<file path="src/rtl/core/tkmp_pkg.sv">
package tkmp_pkg;

   typedef enum logic [1:0] {
      CMD_TICK = 2'd0,
      CMD_KEY  = 2'd1,
      CMD_SW1  = 2'd2,
      CMD_SW2  = 2'd3
   } cmd_type;

   typedef enum logic {
      CSR_TICKS_PER_UNIT = 1'b0,
      CSR_SONG_GAP_UNITS = 1'b1
   } csr_index_type;

   localparam int TPU_W      = 23;
   localparam int GAP_W      = 8;
   localparam int HALF_W     = 17;
   localparam int IDX_W      = 6;
   localparam int POS_W      = 7;
   localparam int TONE_COUNT = 38;
   localparam int NOTES_PER_OCTAVE = 12;
   localparam logic [7:0] REST_TONE = 8'd255;
   localparam logic [2:0] NO_KEY    = 3'd4;
   localparam logic [TPU_W-1:0] TPU_RESET = 23'd400000;
   localparam logic [GAP_W-1:0] GAP_RESET = 8'd10;

   // Playback state that does not depend on any module parameter.
   typedef struct packed {
      logic [2:0]        held_key;
      logic [IDX_W-1:0]  score_index;
      logic [HALF_W-1:0] half_count;
      logic [TPU_W-1:0]  unit_count;
      logic [7:0]        units_left;
      logic              gap_active;
      logic              tone_on;
      logic              speaker;
   } play_type;

   localparam logic [HALF_W-1:0] TONE_HALF [TONE_COUNT] = '{
      17'd76336, 17'd72202, 17'd68028, 17'd64308, 17'd60790, 17'd57306,
      17'd54054, 17'd51020, 17'd48192, 17'd45454, 17'd42918, 17'd40486,
      17'd38240, 17'd36102, 17'd34072, 17'd32154, 17'd30350, 17'd28654,
      17'd27028, 17'd25510, 17'd24068, 17'd22728, 17'd21460, 17'd20242,
      17'd19120, 17'd18050, 17'd17036, 17'd16078, 17'd15174, 17'd14326,
      17'd13522, 17'd12764, 17'd12048, 17'd11364, 17'd10730, 17'd10126,
      17'd9560,  17'd9026
   };

   // Score words: tone in the high byte, duration units in the low byte.
   localparam int SONG0_LEN = 25;
   localparam int SONG1_LEN = 42;
   localparam int SONG2_LEN = 25;
   localparam int SONG3_LEN = 26;

   localparam logic [15:0] SONG0 [SONG0_LEN] = '{
      16'h0404, 16'h0204, 16'h0004, 16'h0204, 16'h0404, 16'h0404, 16'h0408,
      16'h0204, 16'h0204, 16'h0208, 16'h0404, 16'h0704, 16'h0708,
      16'h0404, 16'h0204, 16'h0004, 16'h0204, 16'h0404, 16'h0404, 16'h0408,
      16'h0204, 16'h0204, 16'h0404, 16'h0204, 16'h0008
   };

   localparam logic [15:0] SONG1 [SONG1_LEN] = '{
      16'h0004, 16'h0004, 16'h0704, 16'h0704, 16'h0904, 16'h0904, 16'h0708,
      16'h0504, 16'h0504, 16'h0404, 16'h0404, 16'h0204, 16'h0204, 16'h0008,
      16'h0704, 16'h0704, 16'h0504, 16'h0504, 16'h0404, 16'h0404, 16'h0208,
      16'h0704, 16'h0704, 16'h0504, 16'h0504, 16'h0404, 16'h0404, 16'h0208,
      16'h0004, 16'h0004, 16'h0704, 16'h0704, 16'h0904, 16'h0904, 16'h0708,
      16'h0504, 16'h0504, 16'h0404, 16'h0404, 16'h0204, 16'h0204, 16'h0008
   };

   localparam logic [15:0] SONG2 [SONG2_LEN] = '{
      16'h0002, 16'h0002, 16'h0204, 16'h0004, 16'h0504, 16'h0408, 16'h0002,
      16'h0002, 16'h0204, 16'h0004, 16'h0704, 16'h0508, 16'h0002, 16'h0002,
      16'h0C04, 16'h0904, 16'h0504, 16'h0404, 16'h0208, 16'h0B02, 16'h0B02,
      16'h0904, 16'h0504, 16'h0704, 16'h050C
   };

   localparam logic [15:0] SONG3 [SONG3_LEN] = '{
      16'h0404, 16'h0B04, 16'h0904, 16'h0404, 16'h0806, 16'h0806, 16'h0908,
      16'h0404, 16'h0904, 16'h0404, 16'h0806, 16'h0806, 16'h0904,
      16'h0404, 16'h0B04, 16'h0904, 16'h0404, 16'h0806, 16'h0806, 16'h0908,
      16'h0404, 16'h0904, 16'h0D04, 16'h0B06, 16'h0905, 16'h0B05
   };

   // Entries past the end of a song read as zero, which ends the song.
   function automatic logic [15:0] score_word(input logic [1:0] song,
                                              input logic [IDX_W-1:0] idx);
      logic [15:0] word;
      word = 16'h0000;
      case (song)
         2'd0: if (idx < IDX_W'(SONG0_LEN)) word = SONG0[idx[4:0]];
         2'd1: if (idx < IDX_W'(SONG1_LEN)) word = SONG1[idx];
         2'd2: if (idx < IDX_W'(SONG2_LEN)) word = SONG2[idx[4:0]];
         2'd3: if (idx < IDX_W'(SONG3_LEN)) word = SONG3[idx[4:0]];
         default: word = 16'h0000;
      endcase
      return word;
   endfunction

   function automatic logic [2:0] key_semitone(input logic [1:0] k);
      logic [2:0] s;
      case (k)
         2'd0: s = 3'd0;
         2'd1: s = 3'd2;
         2'd2: s = 3'd4;
         2'd3: s = 3'd5;
         default: s = 3'd0;
      endcase
      return s;
   endfunction

endpackage

</file>
<file path="src/rtl/core/tkmp_step.sv">
module tkmp_step #(
   parameter int SCORE_DEPTH  = 128,
   parameter int SONG_COUNT   = 4,
   parameter int OCTAVE_COUNT = 3,
   parameter int SONG_W       = 2
) (
   input  tkmp_pkg::cmd_type            cmd,
   input  logic [1:0]                   key,
   input  logic [tkmp_pkg::TPU_W-1:0]   ticks_per_unit,
   input  logic [tkmp_pkg::GAP_W-1:0]   song_gap_units,
   input  logic                         mode,
   input  logic [1:0]                   octave,
   input  logic [SONG_W-1:0]            song,
   input  logic [3:0]                   key_flags,
   input  tkmp_pkg::play_type           play,
   output logic                         mode_in,
   output logic [1:0]                   octave_in,
   output logic [SONG_W-1:0]            song_in,
   output logic [3:0]                   key_flags_in,
   output tkmp_pkg::play_type           play_in
);

   logic [tkmp_pkg::TPU_W-1:0]  tpu;
   logic [tkmp_pkg::IDX_W-1:0]  lookup_idx;
   logic                        entry_ok;
   logic [15:0]                 entry;
   logic [7:0]                  entry_tone;
   logic [7:0]                  entry_dur;
   logic [4:0]                  oct_offset;
   logic [8:0]                  score_pitch;
   logic                        score_pitch_ok;
   logic [2:0]                  first_key;
   logic [2:0]                  piano_key;
   logic [8:0]                  pitch;
   logic                        pitch_ok;
   logic [tkmp_pkg::HALF_W-1:0] half_period;
   logic [3:0]                  flags_toggled;

   assign tpu = (ticks_per_unit == '0) ? tkmp_pkg::TPU_W'(1) : ticks_per_unit;
   assign oct_offset = 5'(octave) * 5'(tkmp_pkg::NOTES_PER_OCTAVE);

   // A finished gap rewinds the score before the entry is fetched.
   assign lookup_idx = (play.units_left == 8'd0 && play.gap_active) ? '0 : play.score_index;
   assign entry_ok = (32'(song) < 32'd4) && (32'(lookup_idx) < 32'(SCORE_DEPTH));
   assign entry = entry_ok ? tkmp_pkg::score_word(2'(song), lookup_idx) : 16'h0000;
   assign entry_tone = entry[15:8];
   assign entry_dur  = entry[7:0];
   assign score_pitch = {1'b0, entry_tone} + 9'(oct_offset);
   assign score_pitch_ok = (entry_tone != tkmp_pkg::REST_TONE) &&
                           (score_pitch < 9'(tkmp_pkg::TONE_COUNT));

   always_comb begin
      if (key_flags[0])      first_key = 3'd0;
      else if (key_flags[1]) first_key = 3'd1;
      else if (key_flags[2]) first_key = 3'd2;
      else if (key_flags[3]) first_key = 3'd3;
      else                   first_key = tkmp_pkg::NO_KEY;
   end

   assign piano_key = (play.held_key == tkmp_pkg::NO_KEY) ? first_key : play.held_key;
   assign pitch = mode ? score_pitch
                       : 9'(tkmp_pkg::key_semitone(piano_key[1:0])) + 9'(oct_offset);
   assign pitch_ok = pitch < 9'(tkmp_pkg::TONE_COUNT);
   assign half_period = pitch_ok ? tkmp_pkg::TONE_HALF[pitch[5:0]] : '0;
   assign flags_toggled = key_flags ^ (4'b0001 << key);

   always_comb begin
      mode_in      = mode;
      octave_in    = octave;
      song_in      = song;
      key_flags_in = key_flags;
      play_in      = play;
      case (cmd)
         tkmp_pkg::CMD_TICK: begin
            if (!mode) begin
               if (play.held_key == tkmp_pkg::NO_KEY && first_key != tkmp_pkg::NO_KEY) begin
                  play_in.held_key   = first_key;
                  play_in.tone_on    = 1'b1;
                  play_in.half_count = '0;
               end
            end else begin
               if (play.units_left == 8'd0) begin
                  play_in.score_index = lookup_idx;
                  play_in.gap_active  = 1'b0;
                  play_in.unit_count  = '0;
                  play_in.half_count  = '0;
                  if (entry_dur == 8'd0) begin
                     play_in.tone_on    = 1'b0;
                     play_in.gap_active = 1'b1;
                     play_in.units_left = song_gap_units;
                  end else begin
                     play_in.units_left = entry_dur;
                     play_in.tone_on    = score_pitch_ok;
                  end
               end
               // The end-of-song load starts the gap without counting a tick.
               if (!(play.units_left == 8'd0 && entry_dur == 8'd0)) begin
                  if ({1'b0, play_in.unit_count} + 24'd1 >= {1'b0, tpu}) begin
                     play_in.unit_count = '0;
                     play_in.units_left = play_in.units_left - 8'd1;
                     if (play_in.units_left == 8'd0 && !play_in.gap_active) begin
                        play_in.tone_on     = 1'b0;
                        play_in.score_index = play_in.score_index + tkmp_pkg::IDX_W'(1);
                     end
                  end else begin
                     play_in.unit_count = play_in.unit_count + tkmp_pkg::TPU_W'(1);
                  end
               end
            end
            if (play_in.tone_on && pitch_ok) begin
               if ({1'b0, play_in.half_count} + 18'd1 >= {1'b0, half_period}) begin
                  play_in.half_count = '0;
                  play_in.speaker    = ~play.speaker;
               end else begin
                  play_in.half_count = play_in.half_count + tkmp_pkg::HALF_W'(1);
               end
            end
         end
         tkmp_pkg::CMD_KEY: begin
            key_flags_in = flags_toggled;
            if (!mode && play.held_key == {1'b0, key} && !flags_toggled[key]) begin
               play_in.held_key = tkmp_pkg::NO_KEY;
               play_in.tone_on  = 1'b0;
            end
         end
         tkmp_pkg::CMD_SW1: begin
            if (!mode) begin
               octave_in = (octave == 2'(OCTAVE_COUNT - 1)) ? 2'd0 : octave + 2'd1;
            end else begin
               song_in = (song == SONG_W'(SONG_COUNT - 1)) ? '0 : song + SONG_W'(1);
               play_in.tone_on     = 1'b0;
               play_in.score_index = '0;
               play_in.unit_count  = '0;
               play_in.half_count  = '0;
               play_in.gap_active  = 1'b1;
               play_in.units_left  = song_gap_units;
            end
         end
         tkmp_pkg::CMD_SW2: begin
            mode_in             = ~mode;
            play_in.tone_on     = 1'b0;
            play_in.held_key    = tkmp_pkg::NO_KEY;
            play_in.score_index = '0;
            play_in.half_count  = '0;
            play_in.unit_count  = '0;
            play_in.units_left  = '0;
            play_in.gap_active  = 1'b0;
         end
         default: begin
            play_in = play;
         end
      endcase
   end

endmodule

</file>
<file path="src/rtl/core/tkmp_rsp_reg.sv">
module tkmp_rsp_reg #(
   parameter int DATA_W = 16
) (
   input  logic              clock,
   input  logic              reset,
   input  logic              load,
   input  logic [DATA_W-1:0] data,
   output logic              ready,
   output logic              rsp_tvalid,
   input  logic              rsp_tready,
   output logic [DATA_W-1:0] rsp_tdata
);

   logic              valid_ff;
   logic              valid_in;
   logic [DATA_W-1:0] data_ff;

   // A new result may replace one that is being taken in the same cycle.
   assign ready    = !valid_ff || rsp_tready;
   assign valid_in = load || (valid_ff && !rsp_tready);

   always_ff @(posedge clock) begin
      if (reset) begin
         valid_ff <= 1'b0;
      end else begin
         valid_ff <= valid_in;
      end
   end

   always_ff @(posedge clock) begin
      if (load) begin
         data_ff <= data;
      end
   end

   assign rsp_tvalid = valid_ff;
   assign rsp_tdata  = data_ff;

endmodule

</file>
<file path="src/rtl/core/tone_keyboard_and_melody_player_top.sv">
// Square-wave tone player with a four-key piano mode and a four-song autoplay mode.
// Input channel (req_): req_tuser carries the command (tick, key toggle, SW1, SW2)
// and req_tdata the key number for key toggles. Each tick stands for one clock of
// the tone time base, so ticks are expected once per cycle.
// Result channel (rsp_): one result per input transfer with the speaker level,
// tone flag, mode, octave, song and score position after that item.
// A result is registered and shows on rsp_tvalid in the cycle after its input;
// one item is taken every cycle; the state update is a single combinational
// pass (score ROM, tone ROM and two counter compares) before the state registers.
// When the receiver stalls, the result waits in the output register and
// req_tready drops until it is taken; no item is lost or repeated.
// The csr_ port writes ticks_per_unit (index 0) and song_gap_units (index 1);
// write it only while no transfer is in flight.
// Synchronous reset returns to piano mode, octave 0, song 0, all keys released,
// silent speaker at level 0, ticks_per_unit 400000 and song_gap_units 10.
module tone_keyboard_and_melody_player_top #(
   parameter int SCORE_DEPTH  = 128,
   parameter int SONG_COUNT   = 4,
   parameter int OCTAVE_COUNT = 3
) (
   input  logic        clock,
   input  logic        reset,
   input  logic        req_tvalid,
   output logic        req_tready,
   input  logic [7:0]  req_tdata,   // [1:0] key, zero padded
   input  logic [1:0]  req_tuser,   // [1:0] cmd
   output logic        rsp_tvalid,
   input  logic        rsp_tready,
   output logic [15:0] rsp_tdata,   // speaker, tone_on, mode_now, octave_now[1:0],
                                    // song_now[1:0], note_pos[6:0], zero padded
   input  logic        csr_we,
   input  logic        csr_index,
   input  logic [22:0] csr_wdata
);

   localparam int SONG_W = (SONG_COUNT > 1) ? $clog2(SONG_COUNT) : 1;

   logic [tkmp_pkg::TPU_W-1:0] tpu_ff;
   logic [tkmp_pkg::GAP_W-1:0] gap_ff;
   logic                       mode_ff;
   logic                       mode_in;
   logic [1:0]                 octave_ff;
   logic [1:0]                 octave_in;
   logic [SONG_W-1:0]          song_ff;
   logic [SONG_W-1:0]          song_in;
   logic [3:0]                 key_flags_ff;
   logic [3:0]                 key_flags_in;
   tkmp_pkg::play_type         play_ff;
   tkmp_pkg::play_type         play_in;
   logic                       accept;
   logic [15:0]                rsp_word;

   assign accept = req_tvalid && req_tready;

   always_ff @(posedge clock) begin
      if (reset) begin
         tpu_ff <= tkmp_pkg::TPU_RESET;
         gap_ff <= tkmp_pkg::GAP_RESET;
      end else if (csr_we) begin
         case (tkmp_pkg::csr_index_type'(csr_index))
            tkmp_pkg::CSR_TICKS_PER_UNIT: tpu_ff <= csr_wdata;
            tkmp_pkg::CSR_SONG_GAP_UNITS: gap_ff <= csr_wdata[tkmp_pkg::GAP_W-1:0];
            default: tpu_ff <= tpu_ff;
         endcase
      end
   end

   tkmp_step #(
      .SCORE_DEPTH  (SCORE_DEPTH),
      .SONG_COUNT   (SONG_COUNT),
      .OCTAVE_COUNT (OCTAVE_COUNT),
      .SONG_W       (SONG_W)
   ) u_step (
      .cmd            (tkmp_pkg::cmd_type'(req_tuser)),
      .key            (req_tdata[1:0]),
      .ticks_per_unit (tpu_ff),
      .song_gap_units (gap_ff),
      .mode           (mode_ff),
      .octave         (octave_ff),
      .song           (song_ff),
      .key_flags      (key_flags_ff),
      .play           (play_ff),
      .mode_in        (mode_in),
      .octave_in      (octave_in),
      .song_in        (song_in),
      .key_flags_in   (key_flags_in),
      .play_in        (play_in)
   );

   always_ff @(posedge clock) begin
      if (reset) begin
         mode_ff              <= 1'b0;
         octave_ff            <= 2'd0;
         song_ff              <= '0;
         key_flags_ff         <= 4'd0;
         play_ff.held_key     <= tkmp_pkg::NO_KEY;
         play_ff.score_index  <= '0;
         play_ff.half_count   <= '0;
         play_ff.unit_count   <= '0;
         play_ff.units_left   <= '0;
         play_ff.gap_active   <= 1'b0;
         play_ff.tone_on      <= 1'b0;
         play_ff.speaker      <= 1'b0;
      end else if (accept) begin
         mode_ff      <= mode_in;
         octave_ff    <= octave_in;
         song_ff      <= song_in;
         key_flags_ff <= key_flags_in;
         play_ff      <= play_in;
      end
   end

   assign rsp_word = {2'b00,
                      tkmp_pkg::POS_W'(play_in.score_index),
                      2'(song_in),
                      octave_in,
                      mode_in,
                      play_in.tone_on,
                      play_in.speaker};

   tkmp_rsp_reg #(
      .DATA_W (16)
   ) u_rsp_reg (
      .clock      (clock),
      .reset      (reset),
      .load       (accept),
      .data       (rsp_word),
      .ready      (req_tready),
      .rsp_tvalid (rsp_tvalid),
      .rsp_tready (rsp_tready),
      .rsp_tdata  (rsp_tdata)
   );

endmodule

</file>
<file path="config.mk">
export PLATFORM = sky130hd
export DESIGN_NAME = tone_keyboard_and_melody_player_top
export DESIGN_NICKNAME = d
export VERILOG_FILES = /design/src/rtl/core/tkmp_pkg.sv /design/src/rtl/core/tkmp_step.sv /design/src/rtl/core/tkmp_rsp_reg.sv /design/src/rtl/core/tone_keyboard_and_melody_player_top.sv
export SDC_FILE = /design/constraint.sdc
export NUM_CORES = 1
export LEC_CHECK = 0
export ABC_AREA = 0
export BUFFER_PORTS_ARGS = -buffer_cell sky130_fd_sc_hd__buf_2
export CORE_MARGIN = 1.5
export CORE_UTILIZATION = 35
export CTS_CLUSTER_SIZE = 16
export DETAILED_ROUTE_END_ITERATION = 16
export PLACE_DENSITY_LB_ADDON = 0.25
export SYNTH_ARGS = -nofsm -noshare
export SYNTH_HDL_FRONTEND = slang
export SYNTH_SLANG_ARGS = --single-unit
</file>
<file path="constraint.sdc">
create_clock -name clock -period 12.2 [get_ports clock]
set_input_delay 3.66 -clock clock [delete_from_list [all_inputs] [get_ports clock]]
set_output_delay 3.66 -clock clock [all_outputs]
set_load 0.02 [all_outputs]
</file>
After elaboration in Yosys (flattened, before gate mapping)
Memories as Yosys holds them, arrays and structs flattened.
Cells that the tools add are included.

word-level totals
  flip-flop bits (word level) = 114
  ROM bits = 3648
  input port bits = 39
  output and inout port bits = 18
  word-level logic and storage cells = 172
  memories kept = 5

cells by class
  add/subtract/negate cells = 10
  $mul = 1
  $lt $le $gt $ge = 11
  equal/unequal tests = 19
  shift operators = 1
  muxes and demuxes = 70
  bitwise logic cells = 7
  reduce and logical (&&, ||, !) cells = 32

memories
  name              depth  bits a word  rd ports  clocked after memory_dff  write ports  RTL line         source
  (name not given)  64     17           1         0                         0            tkmp_step.sv:64  assign half_period = pitch_ok ? tkmp_pkg::TONE_HALF[pitch[5:0]] : '0;
  (name not given)  64     16           1         0                         0            tkmp_pkg.sv:92   2'd1: if (idx < IDX_W'(SONG1_LEN)) word = SONG1[idx];
  (name not given)  32     16           1         0                         0            tkmp_pkg.sv:93   2'd2: if (idx < IDX_W'(SONG2_LEN)) word = SONG2[idx[4:0]];
  (name not given)  32     16           1         0                         0            tkmp_pkg.sv:94   2'd3: if (idx < IDX_W'(SONG3_LEN)) word = SONG3[idx[4:0]];
  (name not given)  32     16           1         0                         0            tkmp_pkg.sv:91   2'd0: if (idx < IDX_W'(SONG0_LEN)) word = SONG0[idx[4:0]];

operators by type and width
  kind                                                                           count
  56-bit 2-to-1 mux                                                              4
  16-bit 2-to-1 mux                                                              12
  55-bit case mux with 3 select lines                                            1
  17-bit 2-to-1 mux                                                              8
  16-bit case mux with 4 select lines                                            1
  23-bit 2-to-1 mux                                                              2
  32-bit 2-to-1 mux                                                              1
  31-bit 2-to-1 mux                                                              1
  6-bit 2-to-1 mux                                                               5
  23-bit by 1-bit adder with 24-bit output (second input constant)               1
  24-bit by 23-bit greater-or-equal comparator with 1-bit output                 1
  8-bit logical NOT                                                              3
  23-bit by 1-bit adder with 23-bit output (second input constant)               1
  23-bit logical NOT                                                             1
  3-bit 2-to-1 mux                                                               7
  17-bit by 1-bit adder with 18-bit output (second input constant)               1
  18-bit by 17-bit greater-or-equal comparator with 1-bit output                 1
  9-bit by 6-bit less-than comparator with 1-bit output (second input constant)  2
  17-bit by 1-bit adder with 17-bit output (second input constant)               1
  8-bit 2-to-1 mux                                                               2
  2-bit equality test (second input constant)                                    7
  7-bit greater-or-equal comparator (second input constant)                      2
  1-bit 2-to-1 mux                                                               14
  2-bit 2-to-1 mux                                                               7
  36 further kinds                                                               65

Longest topological paths before layout
Gate-level depths: netlist (run 1).

  depth in word-level cells = 27
  mapped depth = 38
  gate-level depth less buffers = 34

Hierarchy
From an unflattened synthesis (run 1), not the netlist that was laid out.

second synthesis, totals
  cells, all modules = 1486
  area total of the unflattened synthesis = 11360.9 um2

modules (own cells, without submodules)
  module                               instances  cells each  area each (um2)  seq. area each (um2)
  tkmp_step                            1          1021        6551.3           0.0
  tone_keyboard_and_melody_player_top  1          445         4282.9           2001.9
  tkmp_rsp_reg                         1          20          526.8            500.5

Worst setup path before layout (run 1)
No wires, ideal clock.

  path type = input to output
  start point = input port rsp_tready
  end point = output port req_tready
  arrival time = 3895 ps
  data required time = 8540 ps
  slack = 4645 ps
  stages on the path = 1
  path buffers = 0
  cells stage by stage = nand2b_1

between the ends
  cells in the longest elaborated chain, start to end = 1

RTL lines
  element           RTL line                                   source
  from (decl)       tone_keyboard_and_melody_player_top.sv:28  input logic rsp_tready,
  1-bit logical OR  tkmp_rsp_reg.sv:19                         assign ready = !valid_ff || rsp_tready;
  to (decl)         tone_keyboard_and_melody_player_top.sv:24  output logic req_tready,

No other way between the ends.

Final worst setup path (run 1)
  start point = register play_ff[8] (netlist bit)
  end point = register play_ff[34] (netlist bit)

between the ends
  cells in the longest elaborated chain, start to end = 25
  elaborated cells on any way between the ends = 64
  classes of those cells = 5 x add/sub; 7 x order compare; 1 x eq/ne; 34 x mux; 3 x bitwise; 9 x reduce/logical; 5 x memory

RTL lines
  element                                                           RTL line                                    source
  from (decl)                                                       tone_keyboard_and_melody_player_top.sv:48   tkmp_pkg::play_type play_ff;
  from (signal assigned)                                            tone_keyboard_and_melody_player_top.sv:109  play_ff <= play_in;
  branches (longest 23 deep; another with memory read 64 x 16 bit)  -
  17-bit 2-to-1 mux (*)                                             tkmp_step.sv:110                            if (play_in.tone_on && pitch_ok) begin
  55-bit case mux with 3 select lines (*)                           tkmp_step.sv:73                             case (cmd)

Every way passes the cells marked *. The select of a mux whose other input is x is not followed.
A chain may end at the register's enable or synchronous reset.

==> results.cfg, run 1 <==
[run_status]
outcome = complete, no violations

[synth]
synth.avg_cell_area_um2 = 7.49
synth_ff_type = dfxtp_1
yosys-top-cells-area = dfxtp_1, ha_1, nand2_1
yosysUniqueCellTypes = 95
syn_inst = 1343
netlist.area_leader.share = 0.201
yosys_warnings = 0
seq_area_frac_synth = 0.240
syn-cell-area_um2 = 10100
synthArstFlopShare = 0
synth_edf_count = 13
synth_top_area_cell = dfxtp_1
yosys_register_bits = 114

[clock_tree]
clkTransAtPathRegs_ns = 0.06
clkLatencyLatePin_ns = 0.42
cts_setup_buffers = 0
cts_resized = 0
cts.sinks = 114
numCtsBuffers = 17
clock_path_buffers = 2
clockRootBuffer = clkbuf_16
cts_tree = done
ctsHoldBuffers = 0
htree_levels = 4

[sta]
holdWs_ns = 0.476
period_share = 0.688
setup_tns_ns = 0
setup_viol = 0
hold_viol = 0
tightestPinTransition_ns = 1.12
final_max_slew_viol_count = 0
period_minus_slack_ns = 8.39
max_slew_margin = 0.249
finalClockSkew_ns = 0.0111
rsz0062_at_grt = false
max_clock_freq_ghz = 0.119

[pwr]
ir_drop_mv = 0.0606
p_total_mw = 1.14
p_per_area_nw_per_um2 = 103
p_leak_nw = 4.23

[cells_and_area]
final_nets = 1447
area_delta_synth_final_pct = 10.2
seq_area_um2 = 2410
layout-drive-gt1-share = 0.109
antennaDiodeCount = 0
multi_input_comb_area_um2 = 6950
fillCellCount = 2905

[worst_setup_path]
worstPathRequired_ns = 12.54
cp_top_family = compound AO/OA/AOI/OAI gates
path_buf_inv = 3
critPathSlowestCell = mux2_2
crit_fanout = 31
critical-path-max-stage-delay_ns = 0.48
cp_common_cell = o21ai_0
cp-start-kind = register
endpoint_kind = register
path_class = reg2reg
critPathArrivalTime_ns = 8.72

[flow_run]
maxCapViolations = 0

[floorplan]
fp.dieH_um = 173
io_pins = 57
die_w_um = 173
start_util = 0.359
coreArea_um2 = 28000
core.rowCount = 61
dieArea_um2 = 29800

[route]
first_pass_iters = 6
wl_per_cell_um = 16.5
drt-total-wl_mm = 28.5
ant_nets = 0
viasPerCell = 5.66
drc = 0
drt-initial-drc-count = 914
vias = 9758

[global_route]
grt_pass1_wl_mm = 46.8
grt_max_degree = 83
grt_usage = 0.190
grt_pass1_vias = 8889
grt.overflow.total = 0
antenna_found_initial = 0

[place]
portBuffers = 47
dp_hpwl_mm = 20.0
globalplace.congestion = 0.896

[hold_path]
hp-class = reg2reg
[synth_stat cells, types with 30 or more instances]
cell type  count
o21ai_0       73
ha_1          75
a22oi_1       32
a21oi_1       87
xor2_1        30
inv_1         67
dfxtp_1      101
nor2_1       132
nand3_1       41
nor3_1        39
nand2_1      155
nand2b_1      32
clkbuf_1      68
[power breakdown]
group	internal [mW]	switching (mW)	total [mW]
registers	0.391	0.00983	0.401
logic	0.0743	0.147	0.222
clock network	0.326	0.191	0.517
[area by class of cell]
class	count	share of cell area
tap	378	0.0427
clock buffer	19	0.0400
multi-input combinational	1063	0.628
timing repair buffer	66	0.0341
inverter	70	0.0237
sequential	114	0.218
clock inverter	13	0.0142
[kinds of logic after synthesis]
group,Yosys count,synth area share
mux,16,0.0180
simple gates,531,0.257
flops,114,0.240
xor+xnor,46,0.0401
compound gates,391,0.279
buf+inv,168,0.0703
fa+ha+maj,76,0.0953
other cells,1,0.000373
[path summary, 6_finish.rpt]
check / from / endpoint / slack (ns) / depth (start not counted)
min reg2reg: tpu_ff[6] / tpu_ff[6] / 0.48 / 2
max: play_ff[8] / play_ff[34] / 3.81 / 31
min: tpu_ff[6] / tpu_ff[6] / 0.48 / 2
max reg2reg: play_ff[8] / play_ff[34] / 3.81 / 31
[through the flow]
stage               instances  instance area (um^2)  setup slack (ns)  utilization
floorplan                1345                 10100              4.64            -
global placement         1691                 10500              4.12        0.374
detailed placement       1691                 10500              4.01        0.374
CTS                      1723                 11100              3.98        0.396
global route             1723                 11100              3.15        0.396
finish                   1723                 11100              3.81        0.396
[metal layers]
metal  vias up  global-route usage  wire (um)
met3        33              0.0303       1680
met2       342               0.293      12500
met5         -                   0          0
met1      4518               0.270      13900
li1       4865                   -          -
met4         0              0.0559        460
[cell usage in the layout, fill, tap and decap left out, types with 17 or more instances in the layout]
| cell | n |
|---|---|
| buf_4 | 19 |
| buf_2 | 47 |
| a21oi_1 | 87 |
| xor2_1 | 30 |
| nand2b_1 | 32 |
| o21ai_0 | 73 |
| a211oi_1 | 29 |
| nor2_1 | 132 |
| nor3_1 | 39 |
| inv_1 | 67 |
| dfxtp_1 | 101 |
| clkbuf_16 | 17 |
| nand3_1 | 41 |
| a22oi_1 | 32 |
| ha_1 | 75 |
| nand2_1 | 155 |
[tightest hold or removal path, cell delays in order, from the launching register on]
cell and delay (ns):
dfxtp_1 0.32, nand2_1 0.06, a21oi_1 0.05
[flip-flops by register name, summed over array words and instances (netlist names)]
register and cells:
gap_ff 8, key_flags_ff 4, mode_ff 1, octave_ff 2, play_ff 60, song_ff 2
tpu_ff 23, u_rsp_reg.rsp_tdata 13, u_rsp_reg.rsp_tvalid 1
Note: power is estimated with default switching activity, not from simulation.
==> run 2: changes to the inputs <==
--- a/config.mk
+++ b/config.mk
@@ -5,7 +5,7 @@
 export SDC_FILE = /design/constraint.sdc
 export NUM_CORES = 1
 export LEC_CHECK = 0
-export ABC_AREA = 0
+export ABC_AREA = 1
 export BUFFER_PORTS_ARGS = -buffer_cell sky130_fd_sc_hd__buf_2
 export CORE_MARGIN = 1.5
 export CORE_UTILIZATION = 35
==> constraint.sdc (replaced) <==
create_clock -name clock -period 6.8 [get_ports clock]
set_input_delay 2.04 -clock clock [delete_from_list [all_inputs] [get_ports clock]]
set_output_delay 2.04 -clock clock [all_outputs]
set_load 0.02 [all_outputs]
==> results.cfg, run 2 <==
[sta]
period_share = 0.941
max_slew_margin = 0.305
period_minus_slack_ns = 6.40
finalClockSkew_ns = 0.0270
hold_viol = 0
setup_viol = 0
max_clock_freq_ghz = 0.156
holdWs_ns = 0.463
tightestPinTransition_ns = 1.04
setup_tns_ns = 0
final_max_slew_viol_count = 0

[route]
ant_nets = 0
drt-total-wl_mm = 30.0
viasPerCell = 5.24
wl_per_cell_um = 15.2
first_pass_iters = 5
drc = 0
vias = 10300
drt-initial-drc-count = 792

[run_status]
outcome = complete, no violations

[place]
dp.cells = 1927
portBuffers = 47
globalplace.congestion = 0.975
dp_hpwl_mm = 21.7

[global_route]
grt_pass1_vias = 9729
grt_pass1_wl_mm = 49.4
grt_usage = 0.211
grt.overflow.total = 0
antenna_found_initial = 4
grt_max_degree = 65

[pwr]
ir_drop_mv = 0.132
p_leak_nw = 4.96
p_total_mw = 2.28
p_per_area_nw_per_um2 = 204

[clock_tree]
clkTransAtPathRegs_ns = 0.07
htree_levels = 4
ctsHoldBuffers = 0
numCtsBuffers = 17
clockRootBuffer = clkbuf_16
cts.sinks = 114
cts_tree = done
clkLatencyLatePin_ns = 0.42
clock_path_buffers = 2

[cells_and_area]
largest_register_ffs = 60
final_common_cell = nand2_1
final_nets = 1696
top_register = play_ff
final_cells = 1969
layout_common_cells = nand2_1, inv_1, a21oi_1
area_delta_synth_final_pct = 14.7
post-route-util = 0.412
layout-drive-gt1-share = 0.112

[synth]
synth_edf_count = 13
yosysUniqueCellTypes = 54
yosys-top-cells-area = dfxtp_1, nand2_1, ha_1
yosys_register_bits = 114
yosys_warnings = 0
netlist.area_leader.share = 0.207
synth.avg_cell_area_um2 = 6.34
yosys-top-cells-count = nand2_1, inv_1, a21oi_1
synthArstFlopShare = 0
synth_top_area_cell = dfxtp_1
syn-cell-area_um2 = 9760
seq_area_frac_synth = 0.247
yosysMostFrequentCell = nand2_1
syn_inst = 1538
synth_ff_type = dfxtp_1

[floorplan]
start_util = 0.359
dieArea_um2 = 28900
core.rowCount = 60
coreArea_um2 = 27200
io_pins = 57
fp.dieH_um = 170
die_w_um = 170

[flow_run]
maxCapViolations = 0

[worst_setup_path]
critPathSlowestCell = fa_1
endpoint_kind = register
crit_fanout = 14
critical-path-max-stage-delay_ns = 0.43
critPathArrivalTime_ns = 6.74
path_class = reg2reg
worstPathRequired_ns = 7.14
cp-start-kind = register

[hold_path]
hp-class = reg2reg
==> run 2: through the flow <==
| step | setup WS (ns) | area [um^2] |
|---|---|---|
| after floorplan | 0.226 | 9760 |
| after global placement | 0.0887 | 10400 |
| after detailed placement | 0.111 | 10400 |
| after CTS | 0.0755 | 11000 |
| after global routing | -0.0133 | 11200 |
| final | 0.401 | 11200 |
==> run 2: final cells by class <==
type                       count  area (um^2)
antenna                        3         7.51
clock buffer                  18          450
clock inverter                14          165
fill                        2947        16000
inverter                     200          753
multi-input combinational   1159         6350
sequential                   114         2410
tap                          372          465
timing repair buffer          89          586
==> run 2: repair_timing <==
item | in CTS | in global routing
hold endpoints to repair | 0 | 0
resized for setup | 0 | 27
setup endpoints to repair | 0 | 19
setup buffers | 0 | 5
==> run 2: worst max-delay path: cells and delay by family (launching register included) <==
family,cells,cell delay (ns)
fa+ha+maj,3,0.90
flops,1,0.33
buf+inv,6,0.96
simple gates,16,1.91
compound gates,11,2.24
==> run 2: kinds of logic after synthesis <==
| logic type | Yosys count | synth area share |
|---|---|---|
| adder cells (fa/ha/maj) | 76 | 0.0982 |
| AND/OR/NAND/NOR | 711 | 0.319 |
| XOR/XNOR | 35 | 0.0314 |
| buffers and inverters | 267 | 0.110 |
| AO/OA/AOI/OAI | 334 | 0.194 |
| flip-flops | 114 | 0.247 |
| other | 1 | 0.000384 |
==> run 2: worst paths after layout <==
path | cells after the start | to | slack, ns | from
min reg2reg | 2 | play_ff[35] | 0.46 | play_ff[35]
max | 36 | play_ff[47] | 0.40 | play_ff[5]
min | 2 | play_ff[35] | 0.46 | play_ff[35]
max reg2reg | 36 | play_ff[47] | 0.40 | play_ff[5]
==> run 2: metal layers <==
metal,track usage,wire (um)
met4,0.0754,824
met1,0.280,13900
met3,0.0330,1830
met2,0.347,13400
met5,0,14
==> run 2: report_power, final <==
group,total (mW),switching [mW],internal (mW)
Combinational,0.612,0.413,0.198
Sequential,0.731,0.0199,0.711
Clock,0.942,0.368,0.574
